--- src/rtl/nswf_div.sv ---
// ----------------------------------------------------------------------------
// nswf_div
// Restoring divider on magnitudes, one quotient bit per cycle.
// ----------------------------------------------------------------------------
module nswf_div #(
    parameter int NUM_BITS = 40,
    parameter int DEN_BITS = 24
) (
    input  logic                i_clk,
    input  logic                i_rst_n,
    input  logic                i_start,
    input  logic [NUM_BITS-1:0] i_num,
    input  logic [DEN_BITS-1:0] i_den,
    output logic                o_done,
    output logic [NUM_BITS-1:0] o_quo
);
    localparam int CNT_BITS = $clog2(NUM_BITS + 1);

    logic [DEN_BITS:0]   r_rem;
    logic [NUM_BITS-1:0] r_quo;
    logic [DEN_BITS-1:0] r_den;
    logic [CNT_BITS-1:0] r_cnt;
    logic                r_busy;
    logic                r_done;
    logic [DEN_BITS:0]   trial;
    logic                fits;

    assign trial = {r_rem[DEN_BITS-1:0], r_quo[NUM_BITS-1]};
    assign fits  = (trial >= {1'b0, r_den});

    always_ff @(posedge i_clk) begin
        if (!i_rst_n) begin
            r_busy <= 1'b0;
            r_done <= 1'b0;
            r_cnt  <= '0;
        end else begin
            r_done <= 1'b0;
            if (i_start) begin
                r_busy <= 1'b1;
                r_cnt  <= CNT_BITS'(NUM_BITS);
                r_rem  <= '0;
                r_quo  <= i_num;
                r_den  <= i_den;
            end else if (r_busy) begin
                r_rem <= fits ? (trial - {1'b0, r_den}) : trial;
                r_quo <= {r_quo[NUM_BITS-2:0], fits};
                r_cnt <= r_cnt - 1'b1;
                if (r_cnt == CNT_BITS'(1)) begin
                    r_busy <= 1'b0;
                    r_done <= 1'b1;
                end
            end
        end
    end

    assign o_done = r_done;
    assign o_quo  = r_quo;
endmodule

--- config.mk ---
export PLATFORM = sky130hd
export DESIGN_NAME = nswf_div
export DESIGN_NICKNAME = d
export VERILOG_FILES = /design/src/rtl/nswf_div.sv
export SDC_FILE = /design/constraint.sdc
export NUM_CORES = 1
export LEC_CHECK = 0
export ABC_AREA = 0
export BUFFER_PORTS_ARGS = -buffer_cell sky130_fd_sc_hd__buf_4
export CAP_MARGIN = 30
export CORE_UTILIZATION = 55
export CTS_BUF_LIST = sky130_fd_sc_hd__clkbuf_4 sky130_fd_sc_hd__clkbuf_8 sky130_fd_sc_hd__clkbuf_16
export DETAILED_ROUTE_END_ITERATION = 8
export PLACE_DENSITY_LB_ADDON = 0.25
export REMOVE_ABC_BUFFERS = 1
export SLEW_MARGIN = 40
export SYNTH_ARGS = -nofsm -noshare
export SYNTH_HDL_FRONTEND = slang
export SYNTH_SLANG_ARGS = --single-unit
--- constraint.sdc ---
create_clock -name i_clk -period 2.9 [get_ports i_clk]
set_input_delay 0 -clock i_clk [delete_from_list [all_inputs] [get_ports i_clk]]
set_output_delay 0 -clock i_clk [all_outputs]
set_load 0.02 [all_outputs]
==> impl_metrics.py <==
metrics = {
    "power": {
        "p_switching_mw": 1.14,
        "p_leak_nw": 2.97,
        "intPower_mw": 2.58,
        "ir_worst_vdd_v": 0.000325,
        "power_frac_seq_pct": 46.2,
        "switching_share_pct": 30.6,
        "powerDensity_nw_per_um2": 526,
        "power.share.clock_pct": 24.7,
        "comb_power_share_pct": 29.1,
    },
    "job": {
        "maxCapViolCount": 0,
    },
    "global_routing": {
        "grt_pass1_vias": 4260,
        "grt_max_degree": 52,
        "antenna_found_initial": 0,
        "grt_pass1_wl_um": 21400,
        "grt_overflow_total": 0,
        "grt_usage_pct": 28.6,
    },
    "worst_setup_path": {
        "critPathLaunch": "o_quo[39]",
        "cp-start-kind": "flip-flop",
        "r2r-start": "o_quo[39]",
        "path_max_fanout": 3,
        "worstSetupPathType": "reg -> reg",
        "end_kind": "flip-flop",
        "crit_path_end": "r_rem[22]",
        "arrival_ps": 2930,
        "r2r_slack_ps": 90,
        "required_ps": 3030,
        "r2r_end": "r_rem[22]",
        "ff2ff_path_depth": 11,
    },
    "sta": {
        "finalSetupViolations": 0,
        "hold_viol_final": 0,
        "period_share_pct": 96.8,
        "worst_pin_slew_ps": 588,
        "min_period_ps": 2810,
        "slew_headroom_pct": 60.7,
        "fin_setup_tns_ps": 0,
        "fmax_mhz": 356,
        "drv_slew": 0,
        "skew_ps": 10.9,
        "whs_ps": 120,
    },
    "synthesis": {
        "synth.distinct_cells": 51,
        "synth_flop_cell": "edfxtp_1",
        "syn-instance-count": 432,
        "yosysSeqAreaShare_pct": 53.5,
        "async_reset_ff_share_pct": 0,
        "synth.cell_area_um2": 5240,
        "synth-edff-count": 88,
        "avgSynthCellArea_um2": 12.1,
        "postSynthRegisterBits": 96,
        "ys_warn_count": 0,
    },
    "routing": {
        "drc": 0,
        "vias": 4148,
        "avgViaCountPerCell": 5.59,
        "drt_pass1_iterations": 4,
        "wl_per_cell_um": 18.2,
        "drt_iter0_drc": 192,
        "ant_nets": 0,
        "drt-total-wl_um": 13500,
    },
    "floorplan": {
        "core_um2": 9240,
        "row_count": 35,
        "start_util_pct": 56.7,
        "io_pins": 108,
        "die_h_um": 99.6,
        "fp.dieArea_um2": 9920,
        "die_x_um": 99.6,
    },
    "clock_network": {
        "clk_pin_slew_ps": 100,
        "clockBufferDepth": 2,
        "clk_latency_ps": 370,
        "ctsHtreeMaxLevel": 3,
        "cts_tree": "done",
        "cts_buffers": 9,
        "clock_sinks": 96,
        "root_buffer": "clkbuf_8",
    },
    "place": {
        "place_hpwl_um": 7880,
        "postPlaceCellArea_um2": 6190,
        "place.gp.congestion": 0.914,
        "io_buffer_count": 107,
    },
    "finish": {
        "area_delta_synth_final_pct": 34.7,
        "regArea_um2": 2800,
        "design_area_um2": 7060,
        "final_util_pct": 76.4,
        "multi_input_area_um2": 2240,
        "drive_above_1_share_pct": 30.2,
        "layout.nets": 702,
        "fillers": 573,
        "diodes": 0,
    },
    "run_status": {
        "status": "finished clean",
    },
    "worst_hold_path": {
        "min_path_type": "in -> reg",
    },
}
[power groups by stage]
stage               combinational (mW)  sequential (mW)  clock, mW
floorplan                        0.632             1.77          0
global placement                 0.955             1.74          0
detailed placement               0.973             1.74          0
CTS                               1.05             1.71      0.930
global route                      1.17             1.73      0.975
finish                            1.08             1.72      0.916
[routing by layer]
metal | share of wire [%] | GRT usage [%] | up-vias
li1 | - | - | 1933
met1 | 43 | 36.8 | 2023
met2 | 49 | 48.3 | 170
met3 | 5.9 | 6.32 | 22
met4 | 1.6 | 9.05 | 0
met5 | 0 | 0 | -
[flip-flops by register name (all words and copies together) (netlist names)]
signal and cells:
o_done 1, o_quo 40, r_busy 1, r_cnt 6
r_den 24, r_rem 24
[critical path, stage by stage (launching register included)]
cell       delay (ps)
edfxtp_1          360
inv_1              50
ha_1              210
fa_1              420
nor2b_2           160
o2111ai_1         160
a21oi_2           280
a2111oi_2          90
o31ai_1           410
a31oi_1           160
xor2_1            160
o22ai_1           110
[layout make-up]
class / instances / area share [%]
multi-input cells: 288 / 31.7
inverters: 34 / 1.81
clock inverters: 6 / 0.957
repair buffers: 179 / 21.7
flip-flops and latches: 96 / 39.7
well taps: 129 / 2.29
clock buffers: 10 / 1.86
[how the worst min path moves through the flow]
stage | start | end | slack (ps) | depth (start not counted)
after floorplan | i_den[0] | r_den[0] | 100 | 0
after global placement | i_den[7] | r_den[7] | 180 | 1
after detailed placement | i_den[6] | r_den[6] | 180 | 1
after CTS | i_start | r_rem[8] | 100 | 2
after global routing | i_start | r_rem[10] | 130 | 2
final | i_start | r_rem[11] | 120 | 2
[synthesized netlist by cell type (2+ instances only)]
cell type / instances / share of area [%]
nand2b_1: 3 / 0.36
nor3b_1: 2 / 0.29
o21bai_1: 2 / 0.29
ha_1: 26 / 6.2
a211oi_1: 6 / 0.86
mux2_2: 40 / 8.6
and2_1: 3 / 0.36
xnor2_1: 18 / 3.0
edfxtp_1: 88 / 50
mux2i_1: 16 / 3.1
o211ai_1: 3 / 0.43
buf_1: 2 / 0.14
o22ai_1: 2 / 0.24
nor2_1: 40 / 2.9
a31oi_1: 2 / 0.24
dfxtp_1: 8 / 3.1
nor3_1: 5 / 0.48
a21oi_2: 5 / 0.84
nand4_1: 3 / 0.36
and3_1: 5 / 0.60
o21a_1: 5 / 0.72
buf_2: 2 / 0.19
nand3_1: 6 / 0.57
a21oi_1: 23 / 2.2
xor2_1: 6 / 1.0
a21o_1: 11 / 1.6
o21ai_4: 2 / 0.62
inv_1: 33 / 2.4
or3_1: 2 / 0.24
a2111oi_2: 2 / 0.57
buf_6: 3 / 0.64
clkbuf_1: 7 / 0.50
a21boi_0: 4 / 0.57
o21ai_0: 8 / 0.76
nand2_1: 22 / 1.6
o2111ai_1: 2 / 0.33
[layout by cell type, fill, tap and decap left out, types with 2 or more instances in the layout]
master,count
o21a_1,4
a21oi_1,23
and3_1,5
clkbuf_8,9
dlygate4sd3_1,65
a21boi_0,4
clkinvlp_4,2
o21bai_1,2
a211oi_1,6
xnor2_1,18
mux2i_1,16
nand2b_1,3
nor2_1,40
o211ai_1,3
a2111oi_2,2
o21ai_4,2
dfxtp_1,8
o22ai_1,2
xor2_1,6
or3_1,2
inv_1,32
o21ai_0,8
nand2_1,22
edfxtp_1,88
buf_4,112
ha_1,26
nand3_1,6
mux2_2,40
a21o_1,11
a21oi_2,5
nor3_1,5
and2_1,3
o2111ai_1,2
nand4_1,3
buf_12,2
a31oi_1,2
nor3b_1,2
[cells by family after synthesis]
group,Yosys count,share of synthesized area (%)
DFF,96,53.5
and+or+nand+nor,95,8.26
AOI/OAI and AO/OA,86,12.1
muxes,56,11.6
buffers and inverters,48,3.92
adders and majority gates,27,6.59
xor gates and xnor gates,24,4.01
[repair_timing]
action / 4_1_cts / 5_1_grt
hold buffers: 65 / 0
buffers inserted: 0 / 2
setup endpoints to repair: 0 / 3
resized for setup: 0 / 1
hold endpoints to repair: 72 / 0
[stage by stage]
stage          power, mW  std cells  setup WS [ps]
5_1_grt             3.88        742          -1.76
3_5_place_dp        2.71        659            123
3_3_place_gp        2.69        659            206
6_report            3.71        742           92.6
4_1_cts             3.69        740            107
2_1_floorplan       2.41        418            198
Note: power is estimated with default switching activity, not from simulation.
